--- src/mtd_pkg.sv ---
// Shared types and constants of the market tick dedup filter.
`timescale 1ns / 1ps

package mtd_pkg;

    // Field widths of the input and result beats.
    localparam int CFG_W      = 7;
    localparam int MODE_W     = 2;
    localparam int ID_FIELD_W = 64;
    localparam int SLOT_W     = 6;
    localparam int TIME_W     = 64;
    localparam int MS_W       = 10;
    localparam int PRICE_W    = 48;
    localparam int STATUS_W   = 3;
    localparam int KEY_W      = 32;

    // Item modes. Code 3 is unused and handled like a control item.
    localparam logic [MODE_W-1:0] MODE_TICK  = 2'd0;
    localparam logic [MODE_W-1:0] MODE_CLEAR = 2'd1;
    localparam logic [MODE_W-1:0] MODE_LOAD  = 2'd2;

    // Weights of the six time digits in the key HH*10^7 + MM*10^5 + SS*1000.
    localparam logic [KEY_W-1:0] W_HOUR_TENS = 32'd100000000;
    localparam logic [KEY_W-1:0] W_HOUR      = 32'd10000000;
    localparam logic [KEY_W-1:0] W_MIN_TENS  = 32'd1000000;
    localparam logic [KEY_W-1:0] W_MIN       = 32'd100000;
    localparam logic [KEY_W-1:0] W_SEC_TENS  = 32'd10000;
    localparam logic [KEY_W-1:0] W_SEC       = 32'd1000;

    typedef enum logic [STATUS_W-1:0] {
        ST_FORWARDED = 3'd0,
        ST_BAD_PRICE = 3'd1,
        ST_UNKNOWN   = 3'd2,
        ST_STALE     = 3'd3,
        ST_CONTROL   = 3'd4
    } t_status;

    typedef enum logic [2:0] {
        S_INIT,
        S_IDLE,
        S_LOAD,
        S_ZERO,
        S_SCAN,
        S_KRD,
        S_KCHK,
        S_RESULT
    } t_state;

    // Commands from the controller to the datapath.
    typedef struct packed {
        logic    accept;
        logic    load_write;
        logic    scan_step;
        logic    zero_step;
        logic    key_update;
        logic    res_set;
        t_status res_code;
        logic    res_match;
        logic    out_load;
    } t_cmd;

    // Status from the datapath to the controller.
    typedef struct packed {
        logic price_ok;
        logic hit;
        logic scan_over;
        logic zero_over_n;
        logic zero_over_all;
        logic stale;
        logic out_free;
    } t_stat;

endpackage

--- src/mtd_ctrl.sv ---
// Controller state machine of the market tick dedup filter.
`timescale 1ns / 1ps

module mtd_ctrl (
    input  logic                         i_clk,
    input  logic                         i_rst_n,
    input  logic                         i_in_valid,
    input  logic [mtd_pkg::MODE_W-1:0]   i_in_mode,
    output logic                         o_in_ready,
    input  mtd_pkg::t_stat               i_stat,
    output mtd_pkg::t_cmd                o_cmd
);

    mtd_pkg::t_state r_state;
    mtd_pkg::t_state n_state;

    always_ff @(posedge i_clk) begin
        if (!i_rst_n) begin
            r_state <= mtd_pkg::S_INIT;
        end else begin
            r_state <= n_state;
        end
    end

    // Next state.
    always_comb begin
        n_state = r_state;
        unique case (r_state)
            mtd_pkg::S_INIT: begin
                if (i_stat.zero_over_all) begin
                    n_state = mtd_pkg::S_IDLE;
                end
            end
            mtd_pkg::S_IDLE: begin
                if (i_in_valid) begin
                    unique case (i_in_mode)
                        mtd_pkg::MODE_TICK:  n_state = mtd_pkg::S_SCAN;
                        mtd_pkg::MODE_CLEAR: n_state = mtd_pkg::S_ZERO;
                        mtd_pkg::MODE_LOAD:  n_state = mtd_pkg::S_LOAD;
                        default:             n_state = mtd_pkg::S_RESULT;
                    endcase
                end
            end
            mtd_pkg::S_LOAD: begin
                n_state = mtd_pkg::S_RESULT;
            end
            mtd_pkg::S_ZERO: begin
                if (i_stat.zero_over_n) begin
                    n_state = mtd_pkg::S_RESULT;
                end
            end
            mtd_pkg::S_SCAN: begin
                if (!i_stat.price_ok || i_stat.scan_over) begin
                    n_state = mtd_pkg::S_RESULT;
                end else if (i_stat.hit) begin
                    n_state = mtd_pkg::S_KRD;
                end
            end
            mtd_pkg::S_KRD: begin
                n_state = mtd_pkg::S_KCHK;
            end
            mtd_pkg::S_KCHK: begin
                n_state = mtd_pkg::S_RESULT;
            end
            mtd_pkg::S_RESULT: begin
                if (i_stat.out_free) begin
                    n_state = mtd_pkg::S_IDLE;
                end
            end
            default: begin
                n_state = mtd_pkg::S_INIT;
            end
        endcase
    end

    // Commands.
    always_comb begin
        o_cmd          = '0;
        o_cmd.res_code = mtd_pkg::ST_CONTROL;
        o_in_ready     = (r_state == mtd_pkg::S_IDLE);
        unique case (r_state)
            mtd_pkg::S_INIT: begin
                o_cmd.zero_step = !i_stat.zero_over_all;
            end
            mtd_pkg::S_IDLE: begin
                // Every item starts out as a control result; ticks overwrite it.
                o_cmd.accept  = i_in_valid;
                o_cmd.res_set = i_in_valid;
            end
            mtd_pkg::S_LOAD: begin
                o_cmd.load_write = 1'b1;
            end
            mtd_pkg::S_ZERO: begin
                o_cmd.zero_step = !i_stat.zero_over_n;
            end
            mtd_pkg::S_SCAN: begin
                if (!i_stat.price_ok) begin
                    o_cmd.res_set  = 1'b1;
                    o_cmd.res_code = mtd_pkg::ST_BAD_PRICE;
                end else if (i_stat.hit) begin
                    o_cmd.scan_step = 1'b0;
                end else if (i_stat.scan_over) begin
                    o_cmd.res_set  = 1'b1;
                    o_cmd.res_code = mtd_pkg::ST_UNKNOWN;
                end else begin
                    o_cmd.scan_step = 1'b1;
                end
            end
            mtd_pkg::S_KRD: begin
                o_cmd.res_match = 1'b0;
            end
            mtd_pkg::S_KCHK: begin
                o_cmd.res_set   = 1'b1;
                o_cmd.res_match = 1'b1;
                if (i_stat.stale) begin
                    o_cmd.res_code = mtd_pkg::ST_STALE;
                end else begin
                    o_cmd.res_code   = mtd_pkg::ST_FORWARDED;
                    o_cmd.key_update = 1'b1;
                end
            end
            mtd_pkg::S_RESULT: begin
                o_cmd.out_load = i_stat.out_free;
            end
            default: begin
                o_cmd.out_load = 1'b0;
            end
        endcase
    end

endmodule

--- config.mk ---
export PLATFORM = sky130hd
export DESIGN_NAME = mtd_ctrl
export DESIGN_NICKNAME = d
export VERILOG_FILES = /design/src/mtd_pkg.sv /design/src/mtd_ctrl.sv
export SDC_FILE = /design/constraint.sdc
export NUM_CORES = 1
export LEC_CHECK = 0
export ABC_CLOCK_PERIOD_IN_PS = 1490
export BUFFER_PORTS_ARGS = -buffer_cell sky130_fd_sc_hd__buf_2
export CAP_MARGIN = 20
export CORE_AREA = 2 2 39 41
export DETAILED_ROUTE_END_ITERATION = 8
export DIE_AREA = 0 0 41 43
export PLACE_DENSITY = 0.72
export RECOVER_POWER = 100
export SLEW_MARGIN = 20
export SYNTH_ARGS = -nofsm -noshare
export SYNTH_HDL_FRONTEND = slang
export SYNTH_SLANG_ARGS = --single-unit
--- constraint.sdc ---
create_clock -name i_clk -period 1.49 [get_ports i_clk]
set_clock_uncertainty 0.1 [all_clocks]
set_input_delay 0.2235 -clock i_clk [delete_from_list [all_inputs] [get_ports i_clk]]
set_output_delay 0.2235 -clock i_clk [all_outputs]
set_load 0.02 [all_outputs]
==> results of run 1 <==
-- cells in the mapped netlist, types with 2 or more instances --
master	instances	share of area, %
a21oi_1	2	2.4
and2_1	2	3.0
dfxtp_1	3	14
ha_1	3	9.0
inv_1	5	4.5
mux2i_1	2	4.8
nand2_1	3	2.7
nand2b_1	5	7.5
nor2_1	5	4.5
nor2b_1	4	6.0
nor3_1	2	2.4
nor3b_1	2	3.6
o21ai_0	2	2.4
-- layout make-up --
cell class	instances	share of cell area, %
clock buffers	4	3.10
inverters	5	2.21
flip-flops and latches	3	7.82
multi-input cells	43	50.1
repair buffers	39	34.4
well taps	16	2.36
-- per-stage QoR --
stage / util [%] / std cells / setup slack (ns) / area, µm²
5_1_grt: 61.3 / 110 / -0.174 / 848
2_1_floorplan: - / 54 / -0.00781 / 439
3_5_place_dp: 45.9 / 101 / -0.0203 / 636
6_report: 61.3 / 110 / -0.158 / 848
4_1_cts: 54.6 / 109 / -0.163 / 756
3_3_place_gp: 45.9 / 101 / -0.00682 / 636
-- how the worst max path moves through the flow --
stage / startpoint / endpoint / slack [ns] / depth (start not counted)
after floorplan: r_state[2] / r_state[2] / -0.008 / 5
after global placement: r_state[1] / r_state[2] / -0.007 / 5
after detailed placement: i_stat[2] / o_cmd[7] / -0.02 / 4
after CTS: r_state[1] / o_cmd[7] / -0.16 / 3
after global routing: r_state[1] / o_cmd[7] / -0.17 / 3
final: r_state[1] / o_cmd[7] / -0.16 / 3
-- worst max-delay path: stages, from the launching register on --
cell and delay (ns):
dfxtp_2 0.33, or4_4 0.53, o31ai_4 0.08, buf_6 0.15
-- report_power, final --
group	internal [W]	total [W]	leakage (nW)	switching [W]
Combinational	0.000533	0.00101	0.377	0.000473
Sequential	0.000128	0.000199	0.0261	0.0000703
Clock	0.000100	0.000143	0.0150	0.0000425
-- placed cells by master (no fill, tap or decap), drive strengths merged --
cell type  instances
nand2b             5
mux2i              2
nor2b              4
nor2               5
and3b              1
nor3b              2
inv                5
nor4               1
a21oi              2
o31ai              1
o21a               1
and2               2
o21ai              2
o221ai             1
nor3               3
a22oi              1
o41ai              1
nand2              3
ha                 3
clkbuf             6
dfxtp              3
or4                1
buf               37
and3               1
nand4              1
-- logic make-up (layout without fill, tap and decap cells) --
logic type / count (synthesis) / count (layout) / synth area share, %
DFF: 3 / 3 / 14.4
and+or+nand+nor: 29 / 29 / 44.9
AOI/OAI and AO/OA: 9 / 9 / 17.7
buffers and inverters: 8 / 48 / 9.28
muxes: 2 / 2 / 4.79
adders and majority gates: 3 / 3 / 8.98
-- routing by layer --
layer,vias to the layer above,global-route usage (%),part of all wire [%]
met3,2,1.05,6.2
met5,-,0,0
li1,269,-,-
met4,0,7.33,1.3
met1,241,15.1,33
met2,22,29.1,60
-- repair_timing --
item | CTS | global route
hold buffers | 0 | 0
gates resized for setup | 19 | 21
pin swaps | 4 | 5
endpoints found under the setup margin | 12 | 14
setup buffers | 4 | 1
==> flow_summary.ini, run 1 <==
[timing]
drv_slew = 0
final_hold_viol_count = 0
finalSetupTns_ns = -0.735
tightest_slew_ns = 0.346
setup_violations = 11
setup_slack_ns = -0.158
fmax_mhz = 607
slew_headroom_pct = 76.9
rsz0062_at_grt = true
period_needed_ns = 1.65
hold_slack_ns = 0.177
period_share_pct = 111

[drt]
drc = 0
wl_per_cell_um = 11.8
drt_wl_total_mm = 1.30
final_antenna_net_count = 0
drtPass1Iterations = 4
viasPerCell = 4.85
num_vias = 534
drt_iter0_markers = 3

[power]
leakage_nw = 0.418
power.total_w = 0.00135
irDropWorstVdd_mv = 0.724
power_density_nw_per_um2 = 1590

[setup_path]
r2r_end = r_state[2]
worstRegToRegCells = 6
cp.arrival_ns = 1.32
crit_fanout = 4
required_ns = 1.17
path_class = reg2out
r2r_slack_ns = -0.06
crit_path_start_kind = register
end_kind = output port
r2r-start = r_state[1]

[worst_hold_path]
hp-start = i_rst_n
whs_endpoint = r_state[1]
hold_path_depth = 3
min_path_type = in2reg

[die]
die-area_um2 = 1760
fp.dieW_um = 41
core_area_um2 = 1380
start_util_pct = 30.2
rows = 14
die_y_um = 43
top_level_ports = 24

[logic_synthesis]
ys_seq_area_share_pct = 14.4
async_reset_ff_share_pct = 0
yosysUniqueCellTypes = 27
synth_edf_count = 0
synth_area_um2 = 418
synth.avg_cell_area_um2 = 7.74
yosys_warnings = 0
synth-main-ff-cell = dfxtp_1
synth_nets = 69
synthCells = 54
synth-seq-cells = 3

[global_routing]
grt_max_degree = 9
grt_overflow = 0
antenna_found_initial = 0
grt_pass1_wl_mm = 1.89
grt_pass1_vias = 475
gr-usage-all-layers_pct = 15.4

[final_layout]
top_regs = r_state: 3 flops
largest_reg_flops = 3
diodes = 0
layout-drive-gt1-share_pct = 69.1
register_area_um2 = 66.3
largest-register = r_state
syn_to_final_growth_pct = 103
final_nets = 110
fill_cells = 116
multiInputGateArea_um2 = 425

[clocking]
clk_pin_slew_worst_paths_ns = 0.03
htree_num_levels = 1
numCtsBuffers = 3
clock_path_buffers = 2
cts_tree = yes
cts-root-buf = clkbuf_4
cts.sinks = 3
insertion_delay_ns = 0.23

[outcome]
violations = setup timing
outcome = finished with violations

[place]
port-buffer-count = 23
dp_hpwl_um = 934
globalplace.congestion = 0.799

[job]
cap_violations = 0
Note: power is estimated with default switching activity, not from simulation.
==> run 2, diff against run 1 <==
--- a/config.mk
+++ b/config.mk
@@ -11,9 +11,11 @@
 export CORE_AREA = 2 2 39 41
 export DETAILED_ROUTE_END_ITERATION = 8
 export DIE_AREA = 0 0 41 43
+export MAX_ROUTING_LAYER = met4
 export PLACE_DENSITY = 0.72
 export RECOVER_POWER = 100
 export SLEW_MARGIN = 20
 export SYNTH_ARGS = -nofsm -noshare
 export SYNTH_HDL_FRONTEND = slang
 export SYNTH_SLANG_ARGS = --single-unit
+export TNS_END_PERCENT = 5
==> flow_summary.ini, run 2 (synthesis gave the netlist of run 1 again) <==
[clocking]
cts.sinks = 3
holdBufCountCts = 0
cts-root-buf = clkbuf_4
clk_pin_slew_worst_paths_ns = 0.04
clock_path_buffers = 2
cts_tree = yes
htree_num_levels = 1
numCtsBuffers = 3
insertion_delay_ns = 0.23

[drt]
viasPerCell = 4.72
drc = 0
num_vias = 500
drtPass1Iterations = 2
wl_per_cell_um = 10.7
drt_wl_total_mm = 1.14
drt_iter0_markers = 1
final_antenna_net_count = 0

[die]
die-area_um2 = 1760
fp.dieW_um = 41
rows = 14
top_level_ports = 24
core_area_um2 = 1380
start_util_pct = 30.2
die_y_um = 43

[global_routing]
grt_max_degree = 9
antenna_found_initial = 0
grt_pass1_vias = 437
grt_overflow = 0
gr-usage-all-layers_pct = 13.9
grt_pass1_wl_mm = 1.66

[final_layout]
post-route-util_pct = 54.6
final_nets = 106
top_regs = r_state: 3 flops
layout_common_cells = buf_2, buf_4, buf_6, inv_1, clkbuf_4
layout-drive-gt1-share_pct = 63.3
largest_reg_flops = 3
syn_to_final_growth_pct = 80.8
largest-register = r_state
diodes = 0

[place]
dp_hpwl_um = 877
globalplace.congestion = 0.819
dp_slack_ns = 0.00577
port-buffer-count = 23

[timing]
drv_slew = 0
setup_violations = 7
tightest_slew_ns = 0.248
fmax_mhz = 611
period_needed_ns = 1.64
slew_headroom_pct = 83.6
period_share_pct = 110
setup_slack_ns = -0.146
finalSetupTns_ns = -0.423
rsz0062_at_grt = true
final_hold_viol_count = 0

[setup_path]
crit_family = simple AND/OR/NAND/NOR gates
crit_slowest_cell = or4_4
crit_path_start_kind = register
cp_num_buf_inv = 1
path_class = reg2out
slowest_delay_ns = 0.49
required_ns = 1.17
crit_path_cell_trace = or4_4, o31ai_4, buf_6
cp.arrival_ns = 1.31
end_kind = output port
crit_fanout = 6

[outcome]
violations = setup timing
outcome = finished with violations

[job]
cap_violations = 0

[worst_hold_path]
min_path_type = in2reg

[power]
irDropWorstVdd_mv = 0.897
power_density_nw_per_um2 = 1600
leakage_nw = 0.382
power.total_w = 0.00121
[run 2: final timing paths]
check,from,endpoint,slack [ns],cells after the start
setup / recovery,r_state[0],o_cmd[7],-0.15,3
hold / removal,i_rst_n,r_state[0],0.18,3
setup reg to reg,r_state[0],r_state[2],-0.03,5
hold reg to reg,r_state[2],r_state[2],0.56,2
[run 2: through the flow]
stage | std cells | cell area [µm²] | hold WS (ns)
global route | 106 | 756 | 0.183
global placement | 99 | 616 | 0.410
CTS | 105 | 696 | 0.175
floorplan | 54 | 434 | 0.269
detailed placement | 99 | 616 | 0.421
finish | 106 | 756 | 0.178
[run 2: worst register-to-register path: stages (launching register included)]
cell     delay (ns)
dfxtp_4        0.35
or4_4          0.49
o31ai_4        0.08
buf_4          0.17
o41ai_2        0.05
and3_1         0.15
[run 2: final cells by class]
| cell class | count | area [µm²] |
|---|---|---|
| timing repair buffer | 35 | 243 |
| multi-input combinational | 43 | 379 |
| sequential | 3 | 68.8 |
| fill | 136 | 628 |
| inverter | 5 | 18.8 |
| tap | 16 | 20.0 |
| clock buffer | 4 | 26.3 |
[run 2: report_power, final]
group,switching (W),leakage [nW],internal [W],total [W]
logic,0.000419,0.341,0.000451,0.000870
clock network,0.0000399,0.0150,0.000100,0.000140
registers,0.0000631,0.0264,0.000133,0.000196
[run 2: what timing repair did]
action,CTS,global route
pin swaps,2,3
setup buffers,2,1
setup endpoints to repair,11,14
endpoints found under the hold margin,0,0
resized for setup,12,16
[run 2: layer usage]
metal | global-route usage [%] | part of all wire, % | up-vias
li1 | - | - | 261
met1 | 13.8 | 39 | 221
met2 | 25.0 | 54 | 16
met3 | 1.57 | 4.8 | 2
met4 | 6.00 | 1.7 | 0
met5 | - | 0 | -
==> run 3, diff against run 2 <==
==> constraint.sdc (replaced) <==
create_clock -name i_clk -period 1.49 [get_ports i_clk]
set_clock_uncertainty 0.1 [all_clocks]
set_input_delay 0.298 -clock i_clk [delete_from_list [all_inputs] [get_ports i_clk]]
set_output_delay 0.298 -clock i_clk [all_outputs]
set_load 0.02 [all_outputs]
==> flow_summary.ini, run 3 (synthesis gave the netlist of run 1 again) <==
[outcome]
outcome = finished with violations
violations = setup timing

[drt]
drt_iter0_markers = 5
num_vias = 508
drt_wl_total_mm = 1.10
wl_per_cell_um = 10.5
drc = 0
final_antenna_net_count = 0
drtPass1Iterations = 4
viasPerCell = 4.84

[timing]
drv_slew = 0
period_needed_ns = 1.74
setup_slack_ns = -0.247
rsz0062_at_grt = true
slew_headroom_pct = 84.2
tightest_slew_ns = 0.234
setup_violations = 11
final_hold_viol_count = 0
period_share_pct = 117
fmax_mhz = 576

[setup_path]
crit_path_start_kind = register
crit_fanout = 6
r2r_end = r_state[2]
cp.arrival_ns = 1.34
required_ns = 1.09
end_kind = output port
r2r_slack_ns = -0.09
worstRegToRegCells = 6
path_class = reg2out
endpoint = o_cmd[7]
r2r-start = r_state[1]
worstSetupStartpoint = r_state[1]

[die]
top_level_ports = 24
start_util_pct = 30.2
core_area_um2 = 1380
rows = 14
fp.dieW_um = 41
die_y_um = 43
die-area_um2 = 1760

[place]
dpl_cell_area_um2 = 634
globalplace.congestion = 0.852
port-buffer-count = 23
dp_hpwl_um = 887
dp_slack_ns = -0.114

[final_layout]
fill_cells = 143
diodes = 0
final_nets = 105
register_area_um2 = 71.3
largest_reg_flops = 3
largest-register = r_state
top_regs = r_state: 3 flops
multiInputGateArea_um2 = 378
layout-drive-gt1-share_pct = 61.8
syn_to_final_growth_pct = 81.4
layout_common_cells = buf_2, buf_4, buf_6, inv_1
final_common_cell = buf_2
post-route-util_pct = 54.8
final_area_um2 = 758

[clocking]
clock_path_buffers = 2
htree_num_levels = 1
insertion_delay_ns = 0.23
numCtsBuffers = 3
cts.sinks = 3
clk_pin_slew_worst_paths_ns = 0.04
cts-root-buf = clkbuf_4
cts_tree = yes

[global_routing]
grt_max_degree = 8
grt_overflow = 0
antenna_found_initial = 0
grt_pass1_wl_mm = 1.73
grt_pass1_vias = 478
gr-usage-all-layers_pct = 14.1

[job]
cap_violations = 0

[power]
leakage_nw = 0.380
power_density_nw_per_um2 = 1600
irDropWorstVdd_mv = 0.776

[worst_hold_path]
min_path_type = in2reg
## run 3: layer usage
layer	track usage (%)	share of wire (%)	up-vias
met2	25.3	55	19
li1	-	-	257
met5	-	0	-
met3	1.57	6.5	0
met1	14.1	39	232
met4	6.00	0	0
## run 3: per-stage QoR
stage,TNS (ns),power [W],instances,hold WS [ns]
6_report,-1.14,0.00122,105,0.240
5_1_grt,-1.79,0.00130,105,0.261
4_1_cts,-1.06,0.00114,104,0.239
3_5_place_dp,-0.315,0.000899,100,0.488
3_3_place_gp,-0.283,0.000890,100,0.482
2_1_floorplan,-0.0380,0.000684,54,0.344
## run 3: area by class of cell
type | instances | share of cell area [%]
repair buffers | 34 | 32.2
clock buffers | 4 | 3.47
flip-flops and latches | 3 | 9.41
multi-input cells | 43 | 49.8
inverters | 5 | 2.48
well taps | 16 | 2.64
## run 3: worst max-delay path: stages (launching register included)
cell	delay (ns)
dfxtp_4	0.35
or4_4	0.52
o31ai_4	0.08
buf_6	0.15
## run 3: how the worst min path moves through the flow
stage                        from    endpoint  slack, ns  cells after the start
final                     i_rst_n  r_state[0]       0.24                      3
after global routing      i_rst_n  r_state[1]       0.26                      3
after global placement    i_rst_n  r_state[2]       0.48                      2
after detailed placement  i_rst_n  r_state[2]       0.49                      2
after floorplan           i_rst_n  r_state[0]       0.34                      2
after CTS                 i_rst_n  r_state[2]       0.24                      2
## run 3: report_power, final
group          total [W]  switching [W]  internal, W
Sequential      0.000196      0.0000609     0.000135
Combinational   0.000876       0.000418     0.000458
Clock           0.000143      0.0000430     0.000100
Total            0.00122       0.000522     0.000694
## run 3: repair_timing
item,4_1_cts,5_1_grt
hold endpoints to repair,0,0
pin swaps,2,3
resized for setup,20,11
hold buffers,0,0
buffers inserted,0,1
setup endpoints to repair,15,14
